File: config.mk
export PLATFORM = sky130hd
export DESIGN_NAME = gql_back
export DESIGN_NICKNAME = d
export VERILOG_FILES = /design/src/sv/gql_pkg.sv /design/src/sv/gql_back.sv
export SDC_FILE = /design/constraint.sdc
export NUM_CORES = 2
export LEC_CHECK = 0
export ABC_AREA = 1
export BUFFER_PORTS_ARGS = -buffer_cell sky130_fd_sc_hd__buf_2
export CAP_MARGIN = 25
export CORE_MARGIN = 3
export CORE_UTILIZATION = 30
export DETAILED_ROUTE_END_ITERATION = 10
export PLACE_DENSITY = 0.47
export RECOVER_POWER = 25
export SYNTH_ARGS = -nofsm -noshare
export SYNTH_HDL_FRONTEND = slang
export SYNTH_SLANG_ARGS = --single-unit
File: constraint.sdc
create_clock -name i_clk -period 10.9 [get_ports i_clk]
set_clock_uncertainty 0.05 [all_clocks]
set_input_delay 1.09 -clock i_clk [delete_from_list [all_inputs] [get_ports i_clk]]
set_output_delay 1.09 -clock i_clk [all_outputs]
set_load 0.05 [all_outputs]
File: src/sv/gql_pkg.sv
// Shared types and constants of the glyph quad layout block.
// Used by the top level, the front, the queue and the back; depends on nothing else.
`default_nettype none

package gql_pkg;

    // Input opcodes, carried on the slave tuser.
    localparam logic [1:0] OP_WRITE = 2'd0;
    localparam logic [1:0] OP_START = 2'd1;
    localparam logic [1:0] OP_PLACE = 2'd2;

    // Command kinds handed from the front part to the back part.
    localparam logic [1:0] KIND_NONE    = 2'd0;
    localparam logic [1:0] KIND_START   = 2'd1;
    localparam logic [1:0] KIND_NEWLINE = 2'd2;
    localparam logic [1:0] KIND_GLYPH   = 2'd3;

    localparam logic [7:0] NEWLINE_CODE = 8'd10;

    // Depth of the command queue between front and back.
    localparam int CMD_DEPTH = 4;
    localparam int CMD_PTR_W = $clog2(CMD_DEPTH);

    // Request payload, laid out as on the slave tdata (first member is the top).
    typedef struct packed {
        logic [7:0]  font_size;
        logic [23:0] start_y;
        logic [23:0] start_x;
        logic [7:0]  glyph_advance;
        logic [7:0]  glyph_offset_y;
        logic [7:0]  glyph_offset_x;
        logic [7:0]  glyph_height;
        logic [7:0]  glyph_width;
        logic [11:0] glyph_src_y;
        logic [11:0] glyph_src_x;
        logic [7:0]  char_code;
    } t_req;

    // One glyph store entry.
    typedef struct packed {
        logic [7:0]  advance;
        logic [7:0]  offset_y;
        logic [7:0]  offset_x;
        logic [7:0]  height;
        logic [7:0]  width;
        logic [11:0] src_y;
        logic [11:0] src_x;
    } t_glyph;

    // Classified command travelling through the queue.
    typedef struct packed {
        logic [1:0]  kind;
        t_glyph      glyph;
        logic [8:0]  row;
        logic [23:0] start_x;
        logic [23:0] start_y;
        logic [15:0] scale;
    } t_cmd;

    // Result payload, laid out as on the master tdata.
    typedef struct packed {
        logic [23:0] dest_h;
        logic [23:0] dest_w;
        logic [23:0] dest_y;
        logic [23:0] dest_x;
        logic [7:0]  source_h;
        logic [7:0]  source_w;
        logic [11:0] source_y;
        logic [11:0] source_x;
    } t_res;

endpackage

`default_nettype wire

File: src/sv/gql_back.sv
// Back part: keeps the pen and the scale, scales glyph metrics and places
// quads into the output register. Depends on gql_pkg.
`default_nettype none

module gql_back (
    input  wire logic          i_clk,
    input  wire logic          i_rst_n,
    input  wire logic          i_cmd_valid,
    output logic               o_cmd_pop,
    input  wire gql_pkg::t_cmd i_cmd,
    output logic               o_valid,
    input  wire logic          i_ready,
    output logic               o_quad,
    output gql_pkg::t_res      o_res
);
    import gql_pkg::*;

    logic [23:0]        r_pen_x;
    logic [23:0]        r_pen_y;
    logic [23:0]        r_line_x;
    logic [15:0]        r_scale;
    logic               r_out_valid;
    logic               r_quad;
    t_res               r_res;

    t_glyph             w_g;
    logic signed [24:0] w_scale_s;
    logic signed [24:0] w_ox_p;
    logic signed [24:0] w_oy_p;
    logic [23:0]        w_w_p;
    logic [23:0]        w_h_p;
    logic [23:0]        w_adv_p;
    logic [23:0]        w_row_p;
    logic               w_pop;
    t_res               n_res;

    assign w_g       = i_cmd.glyph;
    assign w_scale_s = $signed({9'd0, r_scale});
    assign w_ox_p    = $signed({{17{w_g.offset_x[7]}}, w_g.offset_x}) * w_scale_s;
    assign w_oy_p    = $signed({{17{w_g.offset_y[7]}}, w_g.offset_y}) * w_scale_s;
    assign w_w_p     = {16'd0, w_g.width} * {8'd0, r_scale};
    assign w_h_p     = {16'd0, w_g.height} * {8'd0, r_scale};
    assign w_adv_p   = {16'd0, w_g.advance} * {8'd0, r_scale};
    assign w_row_p   = {15'd0, i_cmd.row} * {8'd0, r_scale};

    assign w_pop     = i_cmd_valid && (!r_out_valid || i_ready);
    assign o_cmd_pop = w_pop;

    always_comb begin
        n_res = '0;
        if (i_cmd.kind == KIND_GLYPH) begin
            n_res.source_x = w_g.src_x;
            n_res.source_y = w_g.src_y;
            n_res.source_w = w_g.width;
            n_res.source_h = w_g.height;
            n_res.dest_x   = r_pen_x + w_ox_p[23:0];
            n_res.dest_y   = r_pen_y - w_oy_p[23:0];
            n_res.dest_w   = w_w_p;
            n_res.dest_h   = w_h_p;
        end
    end

    always_ff @(posedge i_clk) begin
        if (w_pop) begin
            r_res  <= n_res;
            r_quad <= (i_cmd.kind == KIND_GLYPH);
        end
    end

    always_ff @(posedge i_clk) begin
        if (!i_rst_n) begin
            r_pen_x     <= '0;
            r_pen_y     <= '0;
            r_line_x    <= '0;
            r_scale     <= '0;
            r_out_valid <= 1'b0;
        end else begin
            if (w_pop) begin
                r_out_valid <= 1'b1;
                unique case (i_cmd.kind)
                    KIND_START: begin
                        r_pen_x  <= i_cmd.start_x;
                        r_pen_y  <= i_cmd.start_y;
                        r_line_x <= i_cmd.start_x;
                        r_scale  <= i_cmd.scale;
                    end
                    KIND_NEWLINE: begin
                        r_pen_y <= r_pen_y + w_row_p;
                        r_pen_x <= r_line_x;
                    end
                    KIND_GLYPH: begin
                        r_pen_x <= r_pen_x + w_adv_p;
                    end
                    default: begin
                    end
                endcase
            end else if (i_ready) begin
                r_out_valid <= 1'b0;
            end
        end
    end

    assign o_valid = r_out_valid;
    assign o_quad  = r_quad;
    assign o_res   = r_res;

endmodule

`default_nettype wire

# Word level (Yosys, flattened, before mapping)
# Index checks and enable logic that the tools add are counted.
# word_totals
ff_bits	226
input_bits	143
word_cells	40
# op_classes
add_sub_neg	4
mul	6
eq_ne	3
mux	4
n_reduce_logical	9
# ops
operator	n
$add 24x24->24	3
$mul 8x16->24	3
$pmux 24 s3	1
$mul 8x17->24	2
$pmux 24 s2	1
$mul 9x16->24	1
$sub 24x24->24	1
$reduce_and 2->1	3
$eq 2x2->1 const B	2
$reduce_bool 2->1	2
$reduce_bool 3->1	1
$eq 2x1->1 const B	1
$mux 1	2
$logic_and 1x1->1	1
$logic_not 1->1	1
$logic_or 1x1->1	1

# Depth between registers and ports, before layout
# logic_depth
depth_word	4
mapped_depth	26
mapped_depth_nobuf	24

# Least setup slack after synthesis
# No wires, ideal clock.
# synth_timing
path_type	in2reg
start	input i_cmd[124] in the netlist's numbering
end	register r_res, in the netlist o_res[87], data pin
arrival_time_ns	5.424
setup_slack_ns	5.172
stages	21
path_cell_list	clkbuf_1 clkbuf_1 nand2_1 fa_1 inv_1 fa_1 inv_1 fa_1 inv_1 fa_1 fa_1 inv_1 ha_1 nand2_1 nor2_1 nand2_1 inv_1 nand3_1 or2_4 a21oi_1 nor2_1
# synth_between
elab_chain_cells	2
# synth_rtl
element	line	text
start, declared	gql_back.sv:10	input wire gql_pkg::t_cmd i_cmd,
$mul 8x17->24	gql_back.sv:40	assign w_oy_p = $signed({{17{w_g.offset_y[7]}}, w_g.offset_y}) * w_scale_s;
$sub 24x24->24	gql_back.sv:57	n_res.dest_y = r_pen_y - w_oy_p[23:0];
end signal, assigned	gql_back.sv:65	r_res <= n_res;
end, declared	gql_back.sv:24	t_res r_res;
# No other way between the ends.
# A chain may end at the register's enable or synchronous reset.

# Worst setup path after layout
# layout_timing
start	input i_ready
end	register r_scale[0]
# layout_between
elab_chain_cells	3
# layout_rtl
element	line	text
start, declared	gql_back.sv:12	input wire logic i_ready,
$logic_or 1x1->1	gql_back.sv:46	assign w_pop = i_cmd_valid && (!r_out_valid || i_ready);
$logic_and 1x1->1	gql_back.sv:46	
$reduce_and 2->1 (no line)	n/a	
end signal, assigned	gql_back.sv:85	r_scale <= i_cmd.scale;
end, declared	gql_back.sv:21	logic [15:0] r_scale;
# No other way between the ends.

==> results.json <==
{
  "initial_core_util": 0.303,
  "post-route-drc-count": 0,
  "drt-initial-drc-count": 1956,
  "rsz0062_at_grt": "no",
  "cts_resized": 0,
  "grt_overflow": 0,
  "avgRoutedWirePerCell_microns": 16.8,
  "pwr-share-clk": 0.261,
  "p_leak_nw": 23.6,
  "worstHoldEndpoint": "r_line_x[5]",
  "htreeDepth": 2,
  "clock-sinks": 226,
  "drive_gt1_frac": 0.0677,
  "cts_setup_buffers": 0,
  "period_share": 0.551,
  "core-area_sq_um": 126000,
  "path_class": "input pin to flop",
  "dr.pass1.iters": 5,
  "p_seq_frac": 0.235,
  "synth_seq_area_share": 0.154,
  "grt_pass1_vias": 32600,
  "synthXorXnorAreaFrac": 0.00527,
  "clk_path_buf_depth": 3,
  "synth_adder_area_share": 0.415,
  "synth_compound_gate_area_share": 0.0770,
  "insertion_delay_ns": 0.60,
  "r2r-end": "o_res[84]",
  "ys_types": 49,
  "syn_area_per_cell_sq_um": 7.45,
  "synthFlopType": "edfxtp_1",
  "final_cell_mix": "1442 x inv_1, 1304 x nand2_1, 601 x fa_1",
  "synth_top_family_by_area": "adder cells",
  "die_w_microns": 363,
  "syn_inst": 5127,
  "grtUsageTotal": 0.178,
  "drv_cap": 4,
  "cp.arrival_ns": 6.45,
  "ios": 282,
  "grt_pass1_wl_microns": 184000,
  "syn_to_final_growth_pct": 10.1,
  "p_switching_w": 0.00204,
  "root_buffer": "clkbuf_16",
  "period_needed_ns": 6.00,
  "critPathCaptureType": "flop",
  "fp.dieH_microns": 363,
  "syn_area_sq_um": 38200,
  "wl_microns": 116000,
  "dp_hpwl_microns": 90200,
  "p_int_w": 0.00237,
  "tightestPinTransition_ns": 3.28,
  "antenna_found_initial": 18,
  "placed_area_sq_um": 41000,
  "p_sw_frac": 0.462,
  "ys_ff_latch": 226,
  "fin_area_sq_um": 42100,
  "fmax_mhz": 167,
  "die_area_sq_um": 132000,
  "muxShareOfSynthArea": 0,
  "stdcell_count": 6916,
  "crit_path_start_kind": "input pin",
  "path_clk_slew_ns": 0.05,
  "cp.required_ns": 11.35,
  "nets": 6285,
  "power_density_nw_per_um2": 105,
  "failed_checks": "capacitance limit, slew limit",
  "final-hold-violation-count": 0,
  "r2r_cells": 20,
  "min_path_cells": 2,
  "ant_nets": 0,
  "async_reset_ff_frac": 0,
  "numCtsBuffers": 34,
  "num_vias": 31500,
  "finalSetupViolations": 0,
  "rr_startpoint": "r_scale[12]",
  "peakVddDrop_v": 0.0000779,
  "worstHoldPathType": "flop to flop",
  "cts_tree": "yes",
  "io_buffer_count": 281,
  "fillers": 13500,
  "yosys.area_share.simple": 0.181,
  "r2r_slack_ns": 5.15,
  "path_max_fanout": 48,
  "syn_nets": 6178,
  "ys_warn_count": 0,
  "rows": 130,
  "place_congestion": 0.896,
  "critPathLaunch": "i_ready",
  "maxSlewHeadroom": -1.18,
  "slew_viol_final": 230,
  "hold_buffers": 0,
  "grt_max_degree": 73,
  "layout_commonest_cell": "inv_1",
  "dp_cells": 6848,
  "status": "finished with violations",
  "pwr-share-comb": 0.504,
  "min-delay-start": "r_line_x[5]",
  "synth_edf_count": 137,
  "via_per_inst": 4.55,
  "fin_util": 0.334,
  "setup_tns_ns": 0
}
==> power groups by stage <==
stage                     Combinational, W  Sequential (W)  Clock, W
final                              0.00222         0.00104   0.00115
after global routing               0.00254         0.00104   0.00123
after CTS                          0.00225         0.00104   0.00120
after detailed placement           0.00224         0.00105         0
after global placement             0.00223         0.00105         0
after floorplan                    0.00145         0.00121         0
==> synth_stat cells (13+ instances only) <==
cell,number,area (sq um)
nand3_1,143,716
edfxtp_1,137,4110
o21ai_0,172,861
a21oi_1,287,1440
clkbuf_1,204,766
nor2_1,220,826
ha_1,307,3840
nor3_1,20,100
nand2_1,1303,4890
inv_1,1444,5420
buf_1,13,48.8
buf_2,21,105
nand4_1,27,169
dfxtp_1,89,1780
fa_1,601,12000
a221oi_1,21,184
==> metal layers <==
metal,global-route usage,share of wire,up-vias
met4,0.0441,0.024,4
li1,-,-,15300
met1,0.240,0.46,15400
met2,0.298,0.47,698
met5,0,0.00023,-
met3,0.0255,0.052,120
==> critical path, stage by stage <==
cell	delay [ns]
buf_2	0.09
inv_1	0.04
nand2_1	0.07
nand2_1	0.10
clkinvlp_2	2.06
nand2_1	1.86
buf_4	0.51
o21ai_0	0.33
a21oi_1	0.25
==> per-stage QoR <==
stage          power (W)  worst slack, ns  hold slack (ns)
6_report         0.00440             4.90            0.404
5_1_grt          0.00481             4.38            0.428
3_5_place_dp     0.00329             4.76            0.397
4_1_cts          0.00449             5.24            0.408
2_1_floorplan    0.00266             5.17            0.375
3_3_place_gp     0.00329             4.82            0.390
==> area by class of cell <==
cell class | instances | area, sq um | area share
multi-input cells | 3215 | 26000 | 0.617
flip-flops and latches | 226 | 5920 | 0.141
inverters | 1446 | 5430 | 0.129
well taps | 1650 | 2060 | 0.0491
repair buffers | 311 | 1560 | 0.0370
clock buffers | 41 | 918 | 0.0218
clock inverters | 19 | 204 | 0.00485
diodes | 8 | 20.0 | 0.000476
==> cell families (layout without fill, tap and decap cells) <==
| logic type | Yosys count | count (layout) |
|---|---|---|
| AOI/OAI and AO/OA | 538 | 538 |
| xor gates and xnor gates | 23 | 23 |
| adders and majority gates | 908 | 908 |
| buffers and inverters | 1686 | 1817 |
| DFF | 226 | 226 |
| other | 0 | 8 |
| and+or+nand+nor | 1746 | 1746 |
==> worst max path at each step <==
stage | cells after the start | to
floorplan | 21 | o_res[87]
global placement | 21 | o_res[57]
detailed placement | 21 | o_res[57]
CTS | 19 | o_res[87]
global route | 9 | r_scale[0]
finish | 9 | r_scale[0]
==> registers in the layout, summed over array words and instances (netlist names) <==
name / flops
o_valid: 1
r_scale: 16
r_pen_x: 24
o_res: 136
r_line_x: 24
r_pen_y: 24
o_quad: 1
(Power assumes the default switching activity.)
