**src/sv/gql_pkg.sv**
```systemverilog
// Shared types and constants of the glyph quad layout block.
// Used by the top level, the front, the queue and the back; depends on nothing else.
`default_nettype none

package gql_pkg;

    // Input opcodes, carried on the slave tuser.
    localparam logic [1:0] OP_WRITE = 2'd0;
    localparam logic [1:0] OP_START = 2'd1;
    localparam logic [1:0] OP_PLACE = 2'd2;

    // Command kinds handed from the front part to the back part.
    localparam logic [1:0] KIND_NONE    = 2'd0;
    localparam logic [1:0] KIND_START   = 2'd1;
    localparam logic [1:0] KIND_NEWLINE = 2'd2;
    localparam logic [1:0] KIND_GLYPH   = 2'd3;

    localparam logic [7:0] NEWLINE_CODE = 8'd10;

    // Depth of the command queue between front and back.
    localparam int CMD_DEPTH = 4;
    localparam int CMD_PTR_W = $clog2(CMD_DEPTH);

    // Request payload, laid out as on the slave tdata (first member is the top).
    typedef struct packed {
        logic [7:0]  font_size;
        logic [23:0] start_y;
        logic [23:0] start_x;
        logic [7:0]  glyph_advance;
        logic [7:0]  glyph_offset_y;
        logic [7:0]  glyph_offset_x;
        logic [7:0]  glyph_height;
        logic [7:0]  glyph_width;
        logic [11:0] glyph_src_y;
        logic [11:0] glyph_src_x;
        logic [7:0]  char_code;
    } t_req;

    // One glyph store entry.
    typedef struct packed {
        logic [7:0]  advance;
        logic [7:0]  offset_y;
        logic [7:0]  offset_x;
        logic [7:0]  height;
        logic [7:0]  width;
        logic [11:0] src_y;
        logic [11:0] src_x;
    } t_glyph;

    // Classified command travelling through the queue.
    typedef struct packed {
        logic [1:0]  kind;
        t_glyph      glyph;
        logic [8:0]  row;
        logic [23:0] start_x;
        logic [23:0] start_y;
        logic [15:0] scale;
    } t_cmd;

    // Result payload, laid out as on the master tdata.
    typedef struct packed {
        logic [23:0] dest_h;
        logic [23:0] dest_w;
        logic [23:0] dest_y;
        logic [23:0] dest_x;
        logic [7:0]  source_h;
        logic [7:0]  source_w;
        logic [11:0] source_y;
        logic [11:0] source_x;
    } t_res;

endpackage

`default_nettype wire

```
**src/sv/gql_fifo.sv**
```systemverilog
// Short command queue between the front and back parts.
// Depends on gql_pkg for the command type and depth.
`default_nettype none

module gql_fifo (
    input  wire logic          i_clk,
    input  wire logic          i_rst_n,
    input  wire logic          i_push,
    input  wire gql_pkg::t_cmd i_data,
    output logic               o_full,
    output logic               o_valid,
    input  wire logic          i_pop,
    output gql_pkg::t_cmd      o_data
);
    import gql_pkg::*;

    t_cmd                 r_buf [CMD_DEPTH];
    logic [CMD_PTR_W-1:0] r_wr_ptr;
    logic [CMD_PTR_W-1:0] r_rd_ptr;
    logic [CMD_PTR_W:0]   r_count;
    logic                 w_push;
    logic                 w_pop;

    assign o_full  = (r_count == (CMD_PTR_W + 1)'(CMD_DEPTH));
    assign o_valid = (r_count != '0);
    assign w_push  = i_push && !o_full;
    assign w_pop   = i_pop && o_valid;
    assign o_data  = r_buf[r_rd_ptr];

    always_ff @(posedge i_clk) begin
        if (w_push) begin
            r_buf[r_wr_ptr] <= i_data;
        end
    end

    always_ff @(posedge i_clk) begin
        if (!i_rst_n) begin
            r_wr_ptr <= '0;
            r_rd_ptr <= '0;
            r_count  <= '0;
        end else begin
            if (w_push) begin
                r_wr_ptr <= r_wr_ptr + 1'b1;
            end
            if (w_pop) begin
                r_rd_ptr <= r_rd_ptr + 1'b1;
            end
            if (w_push && !w_pop) begin
                r_count <= r_count + 1'b1;
            end else if (w_pop && !w_push) begin
                r_count <= r_count - 1'b1;
            end
        end
    end

endmodule

`default_nettype wire

```
**config.mk**
```make
export PLATFORM = sky130hd
export DESIGN_NAME = gql_fifo
export DESIGN_NICKNAME = d
export VERILOG_FILES = /design/src/sv/gql_pkg.sv /design/src/sv/gql_fifo.sv
export SDC_FILE = /design/constraint.sdc
export NUM_CORES = 1
export LEC_CHECK = 0
export BUFFER_PORTS_ARGS = -buffer_cell sky130_fd_sc_hd__buf_2
export CAP_MARGIN = 10
export CORE_MARGIN = 2
export CORE_UTILIZATION = 40
export CTS_CLUSTER_DIAMETER = 40
export DETAILED_ROUTE_END_ITERATION = 12
export REMOVE_ABC_BUFFERS = 1
export SYNTH_ARGS = -nofsm -noshare
export SYNTH_HDL_FRONTEND = slang
export SYNTH_SLANG_ARGS = --single-unit
```
**constraint.sdc**
```tcl
create_clock -name i_clk -period 12.3 [get_ports i_clk]
set_input_delay 0.615 -clock i_clk [delete_from_list [all_inputs] [get_ports i_clk]]
set_output_delay 0.615 -clock i_clk [all_outputs]
set_load 0.01 [all_outputs]
```
=== Yosys cells after proc, flatten, opt, wreduce, memory -nomap -nowiden ===
Memory sizes are Yosys's and may differ from the RTL's. A register that Yosys moved wholly into a read port is not among the register bits.
Cells that the tools add are included.

* Flip-flop bits (word level): 7
* Bits in writable memories: 556
* Memories: 1

* Add/subtract/negate cells: 4
* Equality and inequality tests: 1
* Muxes and demuxes: 6
* Reduce and logical (&&, ||, !) cells: 9

{| class="wikitable"
|+ Memories
! name !! depth !! width !! read ports !! clocked after memory_dff !! wr ports !! line !! text
|-
| r_buf || 4 || 139 || 1 || 1 || 1 || gql_fifo.sv:17 || <nowiki>t_cmd r_buf [CMD_DEPTH];</nowiki>
|}

{| class="wikitable"
|+ Operators with widths
! cell !! number
|-
| 2-to-1 mux 3 bit || 2
|-
| adder 2 x 1 -> 2 bit, second input constant || 2
|-
| logical AND 1 bit || 4
|-
| 2-to-1 mux 2 bit || 2
|-
| adder 3 x 1 -> 3 bit, second input constant || 1
|-
| == test 3 bit, second input constant || 1
|-
| zero test 1 bit || 3
|-
| nonzero test 3 bit || 1
|-
| subtractor 3 x 1 -> 3 bit, second input constant || 1
|-
| 2-to-1 mux 1 bit || 2
|-
| nonzero test 2 bit || 1
|}

=== Longest topological paths before layout ===
Gate-level depths: netlist of run 1.

* Depth after elaboration: 7
* Depth in mapped cells: 9
* Mapped depth without buffers: 8

=== Least setup slack after synthesis of run 1 ===
No wires, ideal clock.

* Path kind: input port to flip-flop
* From: input i_push
* To: memory r_buf[0][0] (netlist bit) (enable)
* Data arrival time: 4189 ps
* Data required time: 11785 ps
* Path slack: 7596 ps
* Stages on the path: 3
* Buffers on the path: 1
* Cell sequence: nor2b_1 clkbuf_1 and2_1

* Cells in the longest elaborated chain, start to end: 3

{| class="wikitable"
|+ RTL lines
! element !! line !! text
|-
| from (decl) || gql_fifo.sv:8 || <nowiki>input wire logic i_push,</nowiki>
|-
| logical AND 1 bit || gql_fifo.sv:26 || <nowiki>assign w_push = i_push && !o_full;</nowiki>
|-
| named net w_push || gql_fifo.sv:21 || <nowiki>logic w_push;</nowiki>
|-
| 2-to-1 mux 1 bit || gql_fifo.sv:31 || <nowiki>if (w_push) begin</nowiki>
|-
| 2-to-1 mux 1 bit (not written as such) || gql_fifo.sv:32 || <nowiki>r_buf[r_wr_ptr] <= i_data;</nowiki>
|-
| to (decl) || gql_fifo.sv:17 ||
|}

The timed path passes the listed nets, and every way through them passes these cells.

==> results of run 1 <==
through the flow:
stage / setup slack [ps] / total power [mW]
floorplan: 5240 / 3.25
global placement: 8430 / 3.60
detailed placement: 8430 / 3.61
CTS: 7760 / 5.81
global route: 7580 / 5.95
finish: 7970 / 5.71
how the worst max path moves through the flow:
stage	start	end	slack (ps)	cells past startpoint
floorplan	flip-flop	o_data[0]	5240	1
global placement	flip-flop	o_data[113]	8430	4
detailed placement	flip-flop	o_data[113]	8430	4
CTS	flip-flop	o_data[113]	7760	4
global route	flip-flop	o_data[113]	7580	4
finish	flip-flop	o_data[113]	7970	4
final cells by class:
type                    instances  area [um2]  share of cell area
clock buffers                  94        2100              0.0831
clock inverters                50         473              0.0187
flip-flops and latches        565       16900               0.669
multi-input cells             173        3410               0.135
diodes                          1        2.50           0.0000991
repair buffers                296        1510              0.0600
well taps                     680         851              0.0337
inverters                       3        11.3            0.000446
layout by cell type, fill, tap and decap left out:
| master | instances |
|---|---|
| buf_2 | 283 |
| fa_1 | 1 |
| a21boi_0 | 1 |
| bufinv_16 | 5 |
| nor2b_1 | 2 |
| edfxtp_1 | 556 |
| dfxtp_1 | 7 |
| clkinv_1 | 9 |
| buf_4 | 13 |
| mux4_2 | 139 |
| o21ai_0 | 1 |
| inv_1 | 3 |
| nor3b_1 | 1 |
| clkbuf_16 | 82 |
| and2_4 | 4 |
| ha_1 | 5 |
| xnor2_1 | 3 |
| clkinv_8 | 1 |
| clkinv_4 | 3 |
| and2_1 | 4 |
| o311ai_0 | 1 |
| xor2_1 | 1 |
| diode_2 | 1 |
| dfxtp_4 | 2 |
| clkinv_2 | 10 |
| inv_6 | 7 |
| or3_1 | 2 |
| clkinvlp_4 | 9 |
| o31ai_1 | 1 |
| inv_8 | 6 |
| mux2i_1 | 3 |
| clkbuf_1 | 12 |
| nand2_1 | 4 |
power breakdown:
group          internal (mW)  switching (mW)  leakage (nW)
Combinational          0.530           0.581          2.05
Sequential              2.34          0.0846          5.17
Clock                   1.34           0.830          1.24
Total                   4.21            1.49          8.46
logic make-up (layout without fill, tap and decap cells):
group / count (synthesis) / count (layout) / share of synthesized area
flops: 565 / 565 / 0.821
mux: 142 / 142 / 0.154
other cells: 0 / 1 / 0
simple gates: 17 / 17 / 0.00475
xor+xnor: 4 / 4 / 0.00171
buf+inv: 36 / 443 / 0.0128
compound gates: 4 / 4 / 0.00140
fa+ha+maj: 6 / 6 / 0.00402
sequential cells by signal, summed over array words and instances (netlist names), named ones only:
signal / flops
r_wr_ptr: 2
r_count: 3
r_rd_ptr: 2
r_buf: 556
metal layers:
layer	GRT usage	routed length [um]	vias up
met2	0.237	19600	284
met4	0.0573	924	10
met3	0.0461	2950	76
met5	0	64	-
met1	0.215	17700	4946
li1	-	-	4057
==> metrics.yaml, run 1 <==
timing:
  rsz0062_at_grt: "no"
  finalHoldViolCount: 0
  setup_viol: 0
  clock_skew_ps: 19.8
  slew_viol_final: 0
  hold_ws_ps: 234
  relSlewSlack: 0.339
  period_share: 0.352
  timing.fmax_mhz: 231
  worst-slew-pin-transition_ps: 991
  min_period_ps: 4330
  final.setup.tns_ps: 0
clocking:
  insertion_delay_ps: 600
  cts_hold_buffers: 0
  htree_levels: 3
  cts_sinks: 565
  cts_max_path_buffers: 3
  cts_root_buf: "clkbuf_16"
  path_clk_slew_ps: 60
  postCtsSetupBuffers: 0
  cts_tree: "yes"
  cts_buffers: 80
  post_cts.resized_instances: 0
drt:
  routed_wl_um: 41300
  ant_nets: 0
  drt-vias-per-instance: 5.03
  drc: 0
  num_vias: 9373
  avgRoutedWirePerCell_um: 22.2
  drt_iter0_markers: 523
  dr.pass1.iters: 5
power:
  p_per_area_nw_per_um2: 226
  leakagePower_nw: 8.46
  peakVddDrop_mv: 0.129
synthesis:
  synth-seq-cells: 565
  synthArstFlopShare: 0
  seq_area_frac_synth: 0.821
  yosys.area.top_type: "edfxtp_1"
  synthFlopType: "edfxtp_1"
  synth_edf_count: 556
  synth_top_area_frac: 0.813
  ys_top_cells_by_area: "edfxtp_1 (81%), mux4_2 (15%), dfxtp_1 (0.88%)"
  avgSynthCellArea_um2: 26.5
  yosys_warnings: 0
  syn_inst: 774
  syn-cell-area_um2: 20500
  yosys.cell_types.count: 23
  synth_most_common_cell: "edfxtp_1"
  synth_commonest_cells: "edfxtp_1 (556), mux4_2 (139), buf_6 (14)"
outcome:
  status: "complete, no violations"
critical_path:
  crit_top_cell: "buf_4"
  critPathBufInv: 3
  critPathSlowestCell: "dfxtp_4"
  r2r_cells: 4
  regToRegStartpoint: "r_count[0]"
  critPathTopFamily: "buffers and inverters"
  endpoint_kind: "output port"
  critical_path.max_stage_delay_ps: 820
  required_ps: 11690
  cp.arrival_ps: 3710
  crit_type: "flip-flop to output port"
  r2r_slack_ps: 9290
  cp_cell_sequence: "buf_4 -> buf_4 -> mux4_2 -> buf_2"
  crit_path_start_kind: "flip-flop"
  rr_endpoint: "r_buf[0][77]"
  path_max_fanout: 39
floorplan:
  coreArea_um2: 51100
  rows: 83
  fp.dieH_um: 231
  initial_utilization: 0.402
  fp.dieW_um: 231
  pin_count: 284
  die-area_um2: 53200
placed_design:
  gp_congestion: 0.704
  dpl_cell_area_um2: 22700
  dp_hpwl_um: 24100
  dp_cells: 1717
  io_buffers: 283
final_layout:
  fill_cells: 4140
  finalInstanceArea_um2: 25200
  drive_gt1_frac: 0.478
  area_growth_pct: 22.9
  final_nets: 1268
  layoutNonFillerInstCount: 1862
  finish.utilization: 0.494
global_routing:
  grt_first_pass_wirelength_um: 61300
  grt_max_degree: 62
  overflow: 0
  track_usage: 0.156
  antenna_found_initial: 6
  grt_pass1_vias: 9930
worst_hold_path:
  min_path_type: "input pin to flip-flop"
  hold-path-cell-count: 1
  min_to: "r_buf[3][92]"
  worstHoldStart: "i_data[92]"
job:
  cap_violations: 0
Power figures use the tool's default switching activity.
==> inputs of run 2 (changes only) <==
Clock period 12.3 ns to 4.3 ns, I/O delays scaled along.
==> metrics.yaml, run 2 (synthesis gave the netlist of run 1 again) <==
power:
  peakVddDrop_mv: 0.414  # was 0.129 mV
  power_mw: 16.9  # was 5.71 mW
  leakagePower_nw: 9.16  # was 8.46 nW
  p_per_area_nw_per_um2: 626  # was 226 nW/um2
timing:
  slew_viol_final: 0  # unchanged
  worst_slack_ps: 1500  # was 7970 ps
  finalHoldViolCount: 0  # unchanged
  rsz0062_at_grt: "no"  # unchanged
  timing.fmax_mhz: 357
  period_share: 0.651
  setup_viol: 0  # unchanged
  min_period_ps: 2800
  relSlewSlack: 0.374  # was 0.339
  worst-slew-pin-transition_ps: 939  # was 991 ps
  clock_skew_ps: 19.0  # was 19.8 ps
clocking:
  path_clk_slew_ps: 50  # was 60 ps
  post_cts.resized_instances: 0  # unchanged
  cts_root_buf: "clkbuf_16"  # unchanged
  htree_levels: 3  # unchanged
  cts_tree: "yes"  # unchanged
  cts_hold_buffers: 140  # was 0
  postCtsSetupBuffers: 0  # unchanged
  cts_max_path_buffers: 3  # unchanged
  insertion_delay_ps: 600  # about the same
  cts_sinks: 565  # unchanged
  cts_buffers: 79  # was 80
drt:
  num_vias: 9840  # was 9373
  dr.pass1.iters: 6  # was 5
  ant_nets: 0  # unchanged
  drc: 0  # unchanged
  avgRoutedWirePerCell_um: 21.4  # was 22.2 um
  drt-vias-per-instance: 4.89  # was 5.03
  drt_iter0_markers: 618  # was 523
  routed_wl_um: 43000  # was 41300 um
critical_path:
  crit_path_start_kind: "flip-flop"  # unchanged
  critical_path.max_stage_delay_ps: 690  # was 820 ps
  regToRegStartpoint: "r_count[0]"  # unchanged
  endpoint_kind: "output port"  # unchanged
  cp_cell_sequence: "buf_4 -> mux4_2 -> buf_2"  # was buf_4 -> buf_4 -> mux4_2 -> buf_2
  r2r_cells: 4  # unchanged
  cp.arrival_ps: 2580  # was 3710 ps
  r2r_slack_ps: 1540  # was 9290 ps
  critPathBufInv: 2  # was 3
  required_ps: 4090  # was 11690 ps
  path_depth: 3  # was 4
  rr_endpoint: "r_buf[2][133]"  # was r_buf[0][77]
  critPathSlowestCell: "dfxtp_4"  # unchanged
  critPathTopFamily: "flip-flops"  # was buffers and inverters
  crit_path_end: "o_data[71]"  # was o_data[113]
  path_max_fanout: 25  # was 39
  crit_type: "flip-flop to output port"  # unchanged
global_routing:
  grt_pass1_vias: 10639  # was 9930
  antenna_found_initial: 7  # was 6
  grt_max_degree: 69  # was 62
  track_usage: 0.162  # was 0.156
  overflow: 0  # unchanged
  grt_first_pass_wirelength_um: 64500  # was 61300 um
final_layout:
  final_cell_mix: "edfxtp_1 (556), buf_2 (283), dlygate4sd3_1 (140), mux4_2 (139), clkbuf_16 (82)"  # was edfxtp_1 (556), buf_2 (283), mux4_2 (139), clkbuf_16 (82), buf_4 (13)
  largest_register_ff_count: 556  # unchanged
  finish.utilization: 0.527  # was 0.494
  drive_gt1_frac: 0.434  # was 0.478
  fill_cells: 4036  # was 4140
  final_nets: 1416  # was 1268
  area_growth_pct: 31.1  # was 22.9%
  final_common_cell: "edfxtp_1"  # unchanged
  reg_top3: "r_buf: 556 flops, r_count: 3 flops"  # unchanged
  top_register: "r_buf"  # unchanged
floorplan:
  fp.dieH_um: 231  # unchanged
  die-area_um2: 53200  # unchanged
  fp.dieW_um: 231  # unchanged
  initial_utilization: 0.402  # unchanged
  rows: 83  # unchanged
  coreArea_um2: 51100  # unchanged
  pin_count: 284  # unchanged
outcome:
  status: "complete, no violations"  # unchanged
placed_design:
  gp_congestion: 0.718  # was 0.704
  io_buffers: 283  # unchanged
  dp_hpwl_um: 25800  # was 24100 um
  place_ws_ps: 1530  # was 8430 ps
worst_hold_path:
  min_path_type: "input pin to flip-flop"  # unchanged
job:
  cap_violations: 0  # unchanged
-- run 2: area by class of cell --
type                            instances  area (um2)  share of cell area
Clock inverter                         53         616              0.0229
Tap cell                              680         851              0.0316
Clock buffer                           89        2080              0.0772
Antenna cell                            5        12.5            0.000465
Inverter                                3        11.3            0.000418
Sequential cell                       565       16900               0.627
Timing Repair Buffer                  445        3060               0.114
Multi-Input combinational cell        173        3410               0.127
-- run 2: worst min-delay path by stage --
stage / start / end / depth (start not counted)
finish: i_pop / r_rd_ptr[0] / 4
global route: i_pop / r_rd_ptr[0] / 4
CTS: i_pop / r_rd_ptr[0] / 4
detailed placement: i_data[0] / r_buf[3][0] / 1
global placement: i_data[24] / r_buf[0][24] / 1
floorplan: i_data[0] / r_buf[0][0] / 0
-- run 2: power breakdown --
group	switching [mW]	internal, mW
Sequential	0.234	6.69
Clock	2.41	4.12
Combinational	1.75	1.65
Total	4.40	12.5
-- run 2: layer usage --
metal,up-vias,global-route usage,share of wire
li1,4377,-,-
met3,75,0.0463,0.063
met2,265,0.252,0.47
met4,4,0.0581,0.022
met5,-,0,0.00077
met1,5119,0.221,0.44
-- run 2: worst min-delay path: stages --
cell,delay [ps]
buf_2,120
o31ai_1,100
xnor2_1,80
and2_1,150
-- run 2: stage by stage --
stage / std cells / hold slack (ps) / cell area, um2 / TNS (ps)
2_1_floorplan: 741 / 314 / 20300 / -517900
3_3_place_gp: 1726 / 426 / 22800 / 0
3_5_place_dp: 1726 / 430 / 22800 / 0
4_1_cts: 2008 / 90.1 / 26900 / 0
5_1_grt: 2010 / 109 / 26900 / 0
6_report: 2013 / 131 / 26900 / 0
